## config.mk

```make
export PLATFORM = sky130hd
export DESIGN_NAME = bpc_cfg_regs
export DESIGN_NICKNAME = d
export VERILOG_FILES = /design/src/sv/bpc_pkg.sv /design/src/sv/bpc_cfg_regs.sv
export SDC_FILE = /design/constraint.sdc
export NUM_CORES = 1
export LEC_CHECK = 0
export BUFFER_PORTS_ARGS = -buffer_cell sky130_fd_sc_hd__buf_2
export CAP_MARGIN = 40
export CORE_AREA = 3 3 183 185
export DETAILED_ROUTE_END_ITERATION = 12
export DIE_AREA = 0 0 186 188
export GPL_ROUTABILITY_DRIVEN = 0
export PLACE_DENSITY = 0.65
export SLEW_MARGIN = 20
export SYNTH_ARGS = -nofsm -noshare
export SYNTH_HDL_FRONTEND = slang
export SYNTH_SLANG_ARGS = --single-unit
```

## constraint.sdc

```tcl
create_clock -name clk -period 2.3 [get_ports clk]
set_input_delay 0.23 -clock clk [delete_from_list [all_inputs] [get_ports clk]]
set_output_delay 0.23 -clock clk [all_outputs]
set_load 0.005 [all_outputs]
```

## src/sv/bpc_pkg.sv

```systemverilog
// Shared types, constants and helpers of the barometer compensation block.
package bpc_pkg;

	localparam int unsigned DIV_W = 32;
	localparam int unsigned FRONT_STAGES = 10;
	localparam int unsigned BACK_STAGES = 6;
	localparam int unsigned LATENCY = FRONT_STAGES + DIV_W + BACK_STAGES;

	localparam logic [31:0] T_OFFSET = 32'd64000;
	localparam logic [31:0] ADC_FULL = 32'd1048576;
	localparam logic [31:0] P_SCALE = 32'd3125;
	localparam logic [31:0] P1_BIAS = 32'd32768;
	localparam logic [32:0] MBAR_HALF = 33'd50;
	// ceil(2^36 / 25): the pascal value is divided by 4 first, then by 25.
	localparam logic [31:0] RECIP_25 = 32'd2748779070;
	localparam int unsigned RECIP_SHIFT = 36;

	localparam logic [15:0] WIN_LO_RESET = 16'd700;
	localparam logic [15:0] WIN_HI_RESET = 16'd1400;

	typedef enum logic [2:0] {
		REG_CAL_TEMP = 3'd0,
		REG_CAL_P12  = 3'd1,
		REG_CAL_P34  = 3'd2,
		REG_CAL_P56  = 3'd3,
		REG_CAL_P78  = 3'd4,
		REG_CAL_P9   = 3'd5,
		REG_WIN_LO   = 3'd6,
		REG_WIN_HI   = 3'd7
	} reg_idx_t;

	typedef enum logic [1:0] {
		ST_OK    = 2'd0,
		ST_RANGE = 2'd1,
		ST_ZERO  = 2'd2
	} status_t;

	typedef struct packed {
		logic [31:0] t1;
		logic [31:0] t2;
		logic [31:0] t3;
		logic [31:0] p1;
		logic [31:0] p2;
		logic [31:0] p3;
		logic [31:0] p4;
		logic [31:0] p5;
		logic [31:0] p6;
		logic [31:0] p7;
		logic [31:0] p8;
		logic [31:0] p9;
	} cal_t;

	// Per-item values that ride alongside the divider.
	typedef struct packed {
		logic [15:0] temp;
		logic        zero;
		logic        dbl;
	} side_t;

	function automatic logic [31:0] sx16(input logic [15:0] v);
		return {{16{v[15]}}, v};
	endfunction

	function automatic logic [31:0] asr(input logic [31:0] x, input int unsigned n);
		return 32'($signed(x) >>> n);
	endfunction

endpackage

```

## src/sv/bpc_cfg_regs.sv

```systemverilog
// Calibration and window registers with their coefficient unpacking.
module bpc_cfg_regs (
	input  logic                 clk,
	input  logic                 arst_n,
	input  logic                 cfg_valid,
	input  logic [2:0]           cfg_index,
	input  logic [47:0]          cfg_data,
	output bpc_pkg::cal_t        cal,
	output logic [15:0]          win_lo,
	output logic [15:0]          win_hi
);
	import bpc_pkg::*;

	logic [47:0] cal_temp_q;
	logic [31:0] p12_q, p34_q, p56_q, p78_q;
	logic [15:0] p9_q, win_lo_q, win_hi_q;

	always_ff @(posedge clk or negedge arst_n) begin
		if (!arst_n) begin
			cal_temp_q <= '0;
			p12_q <= '0;
			p34_q <= '0;
			p56_q <= '0;
			p78_q <= '0;
			p9_q <= '0;
			win_lo_q <= WIN_LO_RESET;
			win_hi_q <= WIN_HI_RESET;
		end else if (cfg_valid) begin
			case (reg_idx_t'(cfg_index))
				REG_CAL_TEMP: cal_temp_q <= cfg_data;
				REG_CAL_P12: p12_q <= cfg_data[31:0];
				REG_CAL_P34: p34_q <= cfg_data[31:0];
				REG_CAL_P56: p56_q <= cfg_data[31:0];
				REG_CAL_P78: p78_q <= cfg_data[31:0];
				REG_CAL_P9: p9_q <= cfg_data[15:0];
				REG_WIN_LO: win_lo_q <= cfg_data[15:0];
				REG_WIN_HI: win_hi_q <= cfg_data[15:0];
				default: ;
			endcase
		end
	end

	always_comb begin
		cal.t1 = {16'd0, cal_temp_q[47:32]};
		cal.t2 = sx16(cal_temp_q[31:16]);
		cal.t3 = sx16(cal_temp_q[15:0]);
		cal.p1 = {16'd0, p12_q[31:16]};
		cal.p2 = sx16(p12_q[15:0]);
		cal.p3 = sx16(p34_q[31:16]);
		cal.p4 = sx16(p34_q[15:0]);
		cal.p5 = sx16(p56_q[31:16]);
		cal.p6 = sx16(p56_q[15:0]);
		cal.p7 = sx16(p78_q[31:16]);
		cal.p8 = sx16(p78_q[15:0]);
		cal.p9 = sx16(p9_q);
	end

	assign win_lo = win_lo_q;
	assign win_hi = win_hi_q;

endmodule

```

# ---- Word-level counts from Yosys, hierarchy flattened
# Index checks and enable logic that the tools add are counted.
dict set report word_totals {
  word_cells 24
  regBits 224
  out_inout_bits 416
}
dict set report classes {
  n_eq_ne 7
  reduce_logical 9
}
# cell n
set op_table {}
lappend op_table {{AND reduction 2 bit} 8}
lappend op_table {{equality test 3 bit, second input constant} 4}
lappend op_table {{equality test 3 x 2 -> 1 bit, second input constant} 2}
lappend op_table {{equality test 3 x 1 -> 1 bit, second input constant} 1}
lappend op_table {{logical NOT 3 bit} 1}

# ---- Logic depth before layout (Yosys ltp)
dict set report logic_depth {
  depth_word 2
  depth_mapped 5
}

# ---- Worst setup path before layout
# No wires, ideal clock.
dict set report synth_timing {
  path_kind {in2reg}
  from {input cfg_index[1]}
  to {register cal_temp_q[11]}
  n_path_buf 3
  cell_stages 5
  setup_ps 127
  path_slack_ps 869
  arrival_ps 1303
  cell_sequence {buf_4 nor4b_4 buf_6 buf_6 mux2_1}
}
dict set report synth_between {
  elab_chain_len 2
}
# element line_no
set synth_rtl {}
lappend synth_rtl {{start: declaration} bpc_cfg_regs.sv:6} ;# input logic [2:0] cfg_index,
lappend synth_rtl {{logical NOT 3 bit} bpc_cfg_regs.sv:29} ;# case (reg_idx_t'(cfg_index))
lappend synth_rtl {{AND reduction 2 bit (no source line)} --}
lappend synth_rtl {{end signal: assignment} bpc_cfg_regs.sv:30} ;# REG_CAL_TEMP: cal_temp_q <= cfg_data;
lappend synth_rtl {{end: declaration} bpc_cfg_regs.sv:14} ;# logic [47:0] cal_temp_q;
# No other way between the ends.
# A chain may end at the register's enable or synchronous reset.

# ---- Worst setup path in the final report
dict set report layout_timing {
  from {register p9_q[15]}
  to {output cal[15] (netlist name)}
}
# element line_no
set layout_lines {}
lappend layout_lines {{start: declaration} bpc_cfg_regs.sv:16} ;# logic [15:0] p9_q, win_lo_q, win_hi_q;
lappend layout_lines {{start signal: assignment} bpc_cfg_regs.sv:35} ;# REG_CAL_P9: p9_q <= cfg_data[15:0];
lappend layout_lines {{end: declaration} bpc_cfg_regs.sv:8} ;# output bpc_pkg::cal_t cal,
# No word-level cell between the ends.

==> flow_summary.json <==
{
  "status": "complete, no violations",
  "synth_compound_area_share_pct": 0,
  "root_buffer": "clkbuf_16",
  "ys_ff_latch": 224,
  "drt_pass1_iterations": 4,
  "crit_required_ps": 2070,
  "area_growth_pct": 25.1,
  "synthMuxAreaShare_pct": 25.4,
  "min_path_cells": 2,
  "cp.arrival_ps": 1560,
  "syn_avg_cell_area_um2": 14.7,
  "cpPeakStageDelay_ps": 780,
  "vias": 6138,
  "period_minus_slack_ps": 1790,
  "cts_buffers": 25,
  "intPower_w": 0.00897,
  "cp_max_fo": 18,
  "grt_pass1_wl_um": 38300,
  "hold_path_class": "input pin to flip-flop",
  "crit_chain": "buf_2",
  "relSlewSlack_pct": 54.5,
  "p_clk_share_pct": 32.8,
  "endpoint_kind": "output port",
  "io_pins": 470,
  "core_um2": 32200,
  "crit_slowest_cell": "dfrtp_1",
  "dp_cells": 1346,
  "drt_iter0_markers": 163,
  "yosys.area_share.xor_xnor_pct": 0,
  "synthSimpleGateAreaFrac_pct": 1.06,
  "synth_top_family_by_area": "multiplexers",
  "vdd_drop_max_uv": 583,
  "synth.distinct_cells": 13,
  "p_leak_nw": 6.20,
  "cts_resized": 0,
  "nNetsFinal": 1049,
  "switching_share_pct": 27.6,
  "die_area_um2": 35000,
  "cts_htree_levels": 1,
  "hold_viol_final": 0,
  "layout_common_cells": "buf_2, dfrtp_1, mux2_2",
  "tightest_slew_ps": 683,
  "cts.clk_slew.worst_paths_ps": 60,
  "post-dp-hpwl_um": 18300,
  "postRouteAntennaNets": 0,
  "pwr-share-comb_pct": 23.6,
  "fin_area_um2": 12400,
  "slew_viol_final": 0,
  "rr_startpoint": "p9_q[15]",
  "hold_end": "cal_temp_q[20]",
  "cts.sink_count": 224,
  "ys_seq_area_share_pct": 56.7,
  "drive_above_1_share_pct": 68.7,
  "cpLargestDelayFamily": "flip-flops",
  "drt-total-wl_um": 25600,
  "wl_per_cell_um": 17.9,
  "finalSetupTns_ps": 0,
  "place_area_um2": 11300,
  "setup_viol": 0,
  "synthCells": 676,
  "clkLatencyLatePin_ps": 520,
  "cts_tree": "done",
  "p_sw_w": 0.00342,
  "synthAdderAreaFrac_pct": 0,
  "hp-start": "cfg_data[20]",
  "cp_num_buf_inv": 1,
  "instances_no_fill": 1424,
  "grt_pass1_vias": 6191,
  "antenna_found_initial": 2,
  "holdBufCountCts": 30,
  "p_total_w": 0.0124,
  "crit_path_start_kind": "flip-flop",
  "regToRegSetupSlack_ps": 1170,
  "yosysWarnings": 0,
  "die_h_um": 188,
  "whs_ps": 21.6,
  "grt_max_degree": 74,
  "power_frac_seq_pct": 43.6,
  "mappedNetlistArea_um2": 9920,
  "p_per_area_nw_per_um2": 999,
  "post_cts_buffers": 0,
  "fin_crit_sh_pct": 77.7,
  "die_w_um": 186,
  "r2r-end": "p9_q[15]",
  "reg2reg_depth": 1,
  "drcViolationCount": 0,
  "grt_setup_unrepaired": "false",
  "track_usage_pct": 14.1,
  "critical_path_class": "flip-flop to output port",
  "max_freq_mhz": 559,
  "layout_commonest_cell": "buf_2",
  "maxCapViolCount": 0,
  "start_util_pct": 30.8,
  "clock_path_buffers": 3,
  "fp-row-count": 66,
  "overflow": 0,
  "detail_route.vias_per_cell": 4.31,
  "skew_ps": 0,
  "numPortBuffers": 437
}
synth_stat cells (all sizes together):
library cell / count / area (um^2)
mux2: 224 / 2520
buf: 219 / 1670
dfrtp: 212 / 5310
dfstp: 12 / 315
nand4b: 3 / 38.8
nor4bb: 3 / 30.0
conb: 1 / 3.75
nand4: 1 / 12.5
nor4b: 1 / 23.8
metal layers:
layer	wire length [um]	vias to the layer above	global-route usage (%)
met5	0	-	0
met4	961	0	5.27
met3	2020	48	3.86
met2	12700	281	24.2
met1	9850	3091	16.7
li1	-	2718	-
registers in the layout (all words and copies together) (netlist names):
register,flops
win_hi,16
p56_q,32
win_lo,16
p78_q,32
p12_q,32
p34_q,32
cal_temp_q,48
p9_q,16
power groups by stage:
stage                     sequential [W]  clock [W]  combinational, W
final                            0.00540    0.00407           0.00293
after detailed placement         0.00547          0           0.00296
after global placement           0.00543          0           0.00293
after CTS                        0.00542    0.00422           0.00300
after floorplan                  0.00551          0           0.00182
after global routing             0.00556    0.00437           0.00322
through the flow:
step                setup WS (ps)  utilization [%]
detailed placement            536             34.9
finish                        513             38.5
global route                  383             38.5
floorplan                     869                -
global placement              593             34.9
CTS                           409             38.5
kinds of logic (layout without fill, tap and decap cells):
family	count (synthesis)	after routing
AND/OR/NAND/NOR	8	8
flip-flops	224	224
multiplexers	224	224
other	1	34
buffers and inverters	219	526
final cells by class:
class | count | area (um^2)
repair buffers | 480 | 2630
clock inverters | 6 | 98.8
well taps | 408 | 510
flip-flops and latches | 224 | 5620
clock buffers | 40 | 752
multi-input cells | 264 | 2790
fillers | 3097 | 19800
diodes | 2 | 5.00
how the worst max path moves through the flow:
stage                 start        endpoint  slack [ps]  cells past startpoint
6_report           p9_q[15]         cal[15]         510                      1
5_1_grt            p9_q[15]         cal[15]         380                      1
4_1_cts            p9_q[15]         cal[15]         410                      1
3_5_place_dp      cfg_valid       p34_q[13]         540                      4
3_3_place_gp   cfg_index[0]      win_lo[12]         590                      3
2_1_floorplan  cfg_index[1]  cal_temp_q[11]         870                      5
Power figures use the tool's default switching activity.
