`src/sv/bpc_pkg.sv`:
```
// Shared types, constants and helpers of the barometer compensation block.
package bpc_pkg;

	localparam int unsigned DIV_W = 32;
	localparam int unsigned FRONT_STAGES = 10;
	localparam int unsigned BACK_STAGES = 6;
	localparam int unsigned LATENCY = FRONT_STAGES + DIV_W + BACK_STAGES;

	localparam logic [31:0] T_OFFSET = 32'd64000;
	localparam logic [31:0] ADC_FULL = 32'd1048576;
	localparam logic [31:0] P_SCALE = 32'd3125;
	localparam logic [31:0] P1_BIAS = 32'd32768;
	localparam logic [32:0] MBAR_HALF = 33'd50;
	// ceil(2^36 / 25): the pascal value is divided by 4 first, then by 25.
	localparam logic [31:0] RECIP_25 = 32'd2748779070;
	localparam int unsigned RECIP_SHIFT = 36;

	localparam logic [15:0] WIN_LO_RESET = 16'd700;
	localparam logic [15:0] WIN_HI_RESET = 16'd1400;

	typedef enum logic [2:0] {
		REG_CAL_TEMP = 3'd0,
		REG_CAL_P12  = 3'd1,
		REG_CAL_P34  = 3'd2,
		REG_CAL_P56  = 3'd3,
		REG_CAL_P78  = 3'd4,
		REG_CAL_P9   = 3'd5,
		REG_WIN_LO   = 3'd6,
		REG_WIN_HI   = 3'd7
	} reg_idx_t;

	typedef enum logic [1:0] {
		ST_OK    = 2'd0,
		ST_RANGE = 2'd1,
		ST_ZERO  = 2'd2
	} status_t;

	typedef struct packed {
		logic [31:0] t1;
		logic [31:0] t2;
		logic [31:0] t3;
		logic [31:0] p1;
		logic [31:0] p2;
		logic [31:0] p3;
		logic [31:0] p4;
		logic [31:0] p5;
		logic [31:0] p6;
		logic [31:0] p7;
		logic [31:0] p8;
		logic [31:0] p9;
	} cal_t;

	// Per-item values that ride alongside the divider.
	typedef struct packed {
		logic [15:0] temp;
		logic        zero;
		logic        dbl;
	} side_t;

	function automatic logic [31:0] sx16(input logic [15:0] v);
		return {{16{v[15]}}, v};
	endfunction

	function automatic logic [31:0] asr(input logic [31:0] x, input int unsigned n);
		return 32'($signed(x) >>> n);
	endfunction

endpackage

```
`src/sv/bpc_back.sv`:
```
// Pressure correction, millibar conversion and window check.
module bpc_back (
	input  logic                 clk,
	input  logic                 arst_n,
	input  logic                 in_valid,
	input  logic [31:0]          quotient,
	input  bpc_pkg::side_t       side,
	input  bpc_pkg::cal_t        cal,
	input  logic [15:0]          win_lo,
	input  logic [15:0]          win_hi,
	output logic                 out_valid,
	output logic [31:0]          pressure_pa,
	output logic [15:0]          pressure_mbar,
	output logic [15:0]          temp_centi,
	output logic [1:0]           status
);
	import bpc_pkg::*;

	logic [BACK_STAGES:1] v_q;
	side_t sd_s1, sd_s2, sd_s3, sd_s4, sd_s5;
	logic [31:0] p0_s1, p0_s2, p0_s3, pp_s2, w2m_s2, w2m_s3, m9_s3, pf_s4, pf_s5;
	logic [62:0] prod_s5;
	logic [31:0] pa_s6;
	logic [15:0] mbar_s6, temp_s6;
	logic [1:0] st_s6;
	logic [31:0] p3, corr;
	logic [32:0] xr;
	logic [26:0] mbar_full;
	status_t st;

	always_ff @(posedge clk or negedge arst_n) begin
		if (!arst_n) begin
			v_q <= '0;
		end else begin
			v_q <= {v_q[BACK_STAGES-1:1], in_valid};
		end
	end

	always_comb begin
		p3 = p0_s1 >> 3;
		corr = asr(asr(m9_s3, 12) + asr(w2m_s3, 13) + cal.p7, 4);
		xr = {1'b0, pf_s4} + MBAR_HALF;
		mbar_full = prod_s5[62:RECIP_SHIFT];
		if (sd_s5.zero) begin
			st = ST_ZERO;
		end else if (mbar_full < {11'd0, win_lo} || mbar_full > {11'd0, win_hi}) begin
			st = ST_RANGE;
		end else begin
			st = ST_OK;
		end
	end

	always_ff @(posedge clk) begin
		p0_s1 <= side.dbl ? (quotient << 1) : quotient;
		sd_s1 <= side;

		pp_s2 <= p3 * p3;
		w2m_s2 <= (p0_s1 >> 2) * cal.p8;
		p0_s2 <= p0_s1;
		sd_s2 <= sd_s1;

		m9_s3 <= cal.p9 * (pp_s2 >> 13);
		w2m_s3 <= w2m_s2;
		p0_s3 <= p0_s2;
		sd_s3 <= sd_s2;

		pf_s4 <= sd_s3.zero ? '0 : (p0_s3 + corr);
		sd_s4 <= sd_s3;

		// (pascal + 50) / 100 as ((pascal + 50) / 4) / 25 by reciprocal.
		prod_s5 <= 63'(xr[32:2]) * 63'(RECIP_25);
		pf_s5 <= pf_s4;
		sd_s5 <= sd_s4;

		pa_s6 <= pf_s5;
		mbar_s6 <= mbar_full[15:0];
		temp_s6 <= sd_s5.temp;
		st_s6 <= st;
	end

	assign out_valid = v_q[BACK_STAGES];
	assign pressure_pa = pa_s6;
	assign pressure_mbar = mbar_s6;
	assign temp_centi = temp_s6;
	assign status = st_s6;

endmodule

```
`config.mk`:
```
export PLATFORM = sky130hd
export DESIGN_NAME = bpc_back
export DESIGN_NICKNAME = d
export VERILOG_FILES = /design/src/sv/bpc_pkg.sv /design/src/sv/bpc_back.sv
export SDC_FILE = /design/constraint.sdc
export NUM_CORES = 2
export LEC_CHECK = 0
export ABC_AREA = 1
export BUFFER_PORTS_ARGS = -buffer_cell sky130_fd_sc_hd__buf_2
export CORE_MARGIN = 3
export CORE_UTILIZATION = 40
export CTS_BUF_LIST = sky130_fd_sc_hd__clkbuf_4
export CTS_CLUSTER_DIAMETER = 60
export CTS_CLUSTER_SIZE = 10
export DETAILED_ROUTE_END_ITERATION = 6
export GPL_TIMING_DRIVEN = 1
export PLACE_DENSITY = 0.63
export REMOVE_ABC_BUFFERS = 1
export SLEW_MARGIN = 25
export SYNTH_ARGS = -nofsm -noshare
export SYNTH_HDL_FRONTEND = slang
export SYNTH_SLANG_ARGS = --single-unit
```
`constraint.sdc`:
```
create_clock -name clk -period 8.1 [get_ports clk]
set_clock_uncertainty 0.15 [all_clocks]
set_input_delay 1.215 -clock clk [delete_from_list [all_inputs] [get_ports clk]]
set_output_delay 1.215 -clock clk [all_outputs]
set_load 0.05 [all_outputs]
```
Yosys cells after proc, flatten, opt, wreduce, memory -nomap -nowiden
Cells that the tools add are included.
- register bits: 507
- bits of input ports: 469
- word-level logic and storage cells: 39
- add/sub/neg operators: 4
- multiply operators: 4
- magnitude comparators: 2
- mux-type cells: 2
- reduce and logical (&&, ||, !) cells: 1
- operators by type and width (kind ; count):
    $add 32x32->32 ; 2
    $mul 31x31->62 const B ; 1
    $add 32x6->33 const B ; 1
    $mul 29x29->32 ; 1
    $mul 30x32->32 ; 1
    $mul 32x19->32 ; 1
    $mux 32 ; 1
    $gt 27x16->1 ; 1
    $lt 27x16->1 ; 1
    $add 20x19->21 ; 1
    $logic_or 1x1->1 ; 1
    $mux 1 ; 1

Longest topological paths before layout
- word-level depth: 3
- gate-level depth with buffers: 40

Worst setup path before layout
No wires, ideal clock.
- path kind: flip-flop to flip-flop
- from: register pf_s4[1]
- to: register prod_s5[55]
- arrival: 7179 ps
- data required time: 7878 ps
- path slack: 699 ps
- stages on the path, launching flop included: 34
- path buffers: 0
- period minus slack after synthesis: 7401 ps
- cell sequence: dfxtp_1 -> ha_1 -> a21oi_1 -> nand2_1 -> nand2_2 -> inv_2 -> nand2_2 -> nor2_4 -> nand3_2 -> or3_1 -> xor2_1 -> fa_1 -> fa_1 -> inv_1 -> fa_1 -> inv_1 -> fa_1 -> fa_1 -> fa_1 -> inv_1 -> fa_1 -> inv_1 -> ha_1 -> nand2_1 -> nor2_1 -> inv_1 -> nor2_1 -> inv_1 -> nor4_1 -> nand3_1 -> nand3_1 -> nand2_1 -> nand2_1 -> xor2_1
- cells in the longest elaborated chain, start to end: 2
- ends and longest elaborated chain (element ; line ; source):
    start: declaration ; bpc_back.sv:21 ; logic [31:0] p0_s1, p0_s2, p0_s3, pp_s2, w2m_s2, w2m_s3, m9_s3, pf_s4, pf_s5;
    start signal: assignment ; bpc_back.sv:67 ; pf_s4 <= sd_s3.zero ? '0 : (p0_s3 + corr);
    $add 32x6->33 ; bpc_back.sv:42 ; xr = {1'b0, pf_s4} + MBAR_HALF;
    $mul 31x31->62 ; bpc_back.sv:71 ; prod_s5 <= 63'(xr[32:2]) * 63'(RECIP_25);
    end signal: assignment ; bpc_back.sv:71 ;
    end: declaration ; bpc_back.sv:22 ; logic [62:0] prod_s5;
Every way passes these cells.
A chain may end at the register's enable or synchronous reset.

Worst setup path after layout
- from: register pf_s4[2]
- to: register prod_s5[56]
Same word-level chain as after synthesis.

==> results.yml <==
outcome:
  status: "finished, final reports clean"
drt:
  firstDrtPassIters: 5
  route.detailed.drc: 0
  drt_iter0_drc: 3294
  wl_um: 219000
  antenna_left: 0
  avgViaCountPerCell: 4.87
  routedWlPerCell_um: 18.3
  vias: 58300
floorplanning:
  rows: 158
  die_h_um: 439
  initial_core_util_pct: 40.4
  ioPinCount: 536
  core_um2: 186000
  die_w_um: 439
  die_area_um2: 193000
yosys:
  ys_top_cells_by_count: "inv_1 (2658), nand2_1 (1983), fa_1 (1468), ha_1 (782), dfxtp_1 (415)"
  synth_top_area_share_pct: 39.1
  yosysSeqAreaShare_pct: 11.3
  yosys.area.top_type: "fa_1"
  synth.cell_area_um2: 75100
  synth_cell_types: 57
  synth-edff-count: 0
  synth_seq_cells: 421
  yosys-top-cells-area: "fa_1 (39%), inv_1 (13%), ha_1 (13%), dfxtp_1 (11%), nand2_1 (9.9%)"
  async_flop_share_pct: 1.43
  yosys.cell_count.top_type: "inv_1"
  syn_inst: 9160
  synthFlopType: "dfxtp_1"
  syn_area_per_cell_um2: 8.20
  yosys_warnings: 0
worst_hold_path:
  whs_path_depth: 0
  hold_class: "reg2reg"
timing:
  worstMarginPinSlew_ps: 1030
  slew_violations: 0
  finalHoldViolCount: 0
  setup_viol: 0
  fin_tns_setup_ps: 0
  period_share_pct: 97.1
  slew_headroom_pct: 30.9
  post-route-min-period_ps: 7870
  max_clock_freq_mhz: 127
finish:
  areaGrowthSynthToFinish_pct: 8.17
  drive_gt1_share_pct: 6.97
  final.fill_count: 18600
  nNetsFinal: 12200
critical_path:
  critPathRequiredTime_ps: 8850
  startpoint: "pf_s4[2]"
  critPathCaptureType: "flip-flop"
  endpoint: "prod_s5[56]"
  critical_path.slowest_cell: "fa_1"
  path_max_fanout: 6
  r2r_slack_ps: 230
  r2r_end: "prod_s5[56]"
  crit_arrival_ps: 8610
  startpoint_type: "flip-flop"
  max_stage_delay_ps: 510
  rr_startpoint: "pf_s4[2]"
  crit_type: "reg2reg"
  rr_worst_depth: 37
global_routing:
  grt_max_degree: 63
  grt_use_total_pct: 23.3
  grt_pass1_wl_um: 348000
  grt_pass1_vias: 63000
  grt_antenna_before_repair: 27
  grt_overflow: 0
placement:
  dp_hpwl_um: 189000
  numPortBuffers: 247
  globalplace.congestion: 0.969
clocking:
  clock_sinks: 421
  clk_latency_ps: 1070
  cts_tree: "built"
  cts_made_buffers: 58
  clkTransAtPathRegs_ps: 110
  cts.htree.levels: 2
  cts.root.buffer_cell: "clkbuf_4"
  clk_path_buf_depth: 3
job:
  drv_cap: 0
-- routing by layer --
metal,wire (um),vias to the layer above,GRT usage [%]
met2,110000,1815,41.3
met4,12200,6,11.3
li1,-,27200,-
met3,11700,409,2.53
met1,85900,28900,28.0
met5,41,-,0
-- through the flow --
| step | cells | cell area (um^2) | hold WS [ps] | setup slack (ps) | util, % |
|---|---|---|---|---|---|
| 5_1_grt | 12000 | 81200 | 75.3 | -0.926 | 43.7 |
| 4_1_cts | 11900 | 81000 | 74.5 | 121 | 43.6 |
| 3_3_place_gp | 11800 | 80200 | 160 | 119 | 43.1 |
| 2_1_floorplan | 8897 | 74100 | 160 | 699 | - |
| 3_5_place_dp | 11800 | 80200 | 162 | 99.6 | 43.1 |
| 6_report | 12000 | 81300 | 50.5 | 234 | 43.7 |
-- registers in the layout, indices dropped and copies added (netlist names), 16 cells and up --
signal and flops:
prod_s5 27, w2m_s3 19, p0_s3 32, m9_s3 20, sd_s4 17, sd_s2 17
sd_s5 17, p0_s2 32, pp_s2 19, temp_centi 16, pf_s5 32, sd_s3 17
sd_s1 17, p0_s1 32, pressure_pa 32, pf_s4 32, pressure_mbar 16, w2m_s2 19
-- layout by cell type (no fill, tap or decap), types with 31 or more instances in the layout --
cell | netlist | layout
a21o_1 | 32 | 32
a21oi_1 | 304 | 297
a31oi_1 | 35 | 31
buf_2 | 9 | 246
buf_4 | 0 | 220
clkbuf_4 | 0 | 65
dfxtp_1 | 415 | 401
fa_1 | 1468 | 1465
ha_1 | 782 | 782
inv_1 | 2658 | 2655
nand2_1 | 1983 | 1982
nand3_1 | 157 | 153
nand4_1 | 39 | 39
nor2_1 | 340 | 334
nor3_1 | 44 | 44
o21ai_0 | 191 | 188
o21bai_1 | 31 | 31
xnor2_1 | 75 | 75
xor2_1 | 152 | 151
-- cell families after synthesis --
group	after synthesis	share of synthesized area, %
AO/OA/AOI/OAI	672	5.03
XOR/XNOR	232	2.77
adder cells (fa/ha/maj)	2250	52.1
buffers and inverters	2936	14.7
flip-flops	421	11.3
multiplexers	1	0.0150
AND/OR/NAND/NOR	2648	14.1
-- worst max-delay path: cells and delay by family (launching register included) --
family | cells | cell delay, ps
simple gates | 13 | 1660
buf+inv | 8 | 590
fa+ha+maj | 10 | 3830
flops | 1 | 370
compound gates | 6 | 1090
-- repair_timing --
item	4_1_cts	5_1_grt
hold buffers	18	0
endpoints found under the hold margin	23	0
endpoints found under the setup margin	0	26
gates resized for setup	0	40
setup buffers	0	4
-- layout make-up --
type,count,area [um^2],area share [%]
sequential,421,8480,10.4
clock inverter,20,149,0.183
tap,2480,3100,3.82
clock buffer,65,488,0.601
inverter,2673,10000,12.4
timing repair buffer,490,3180,3.92
antenna,23,57.6,0.0708
multi-input combinational,5803,55800,68.6
-- how the worst min path moves through the flow --
stage,endpoint,startpoint
after detailed placement,pressure_pa[27],pf_s5[27]
after global placement,sd_s5[10],sd_s4[10]
after CTS,pressure_pa[31],pf_s5[31]
final,pressure_pa[0],pf_s5[0]
after global routing,pressure_pa[20],pf_s5[20]
after floorplan,p0_s2[0],p0_s1[0]
Power is left out: the tool's default activity adds up to more than one toggle a clock period on the data nets, which glitch-free logic cannot reach.
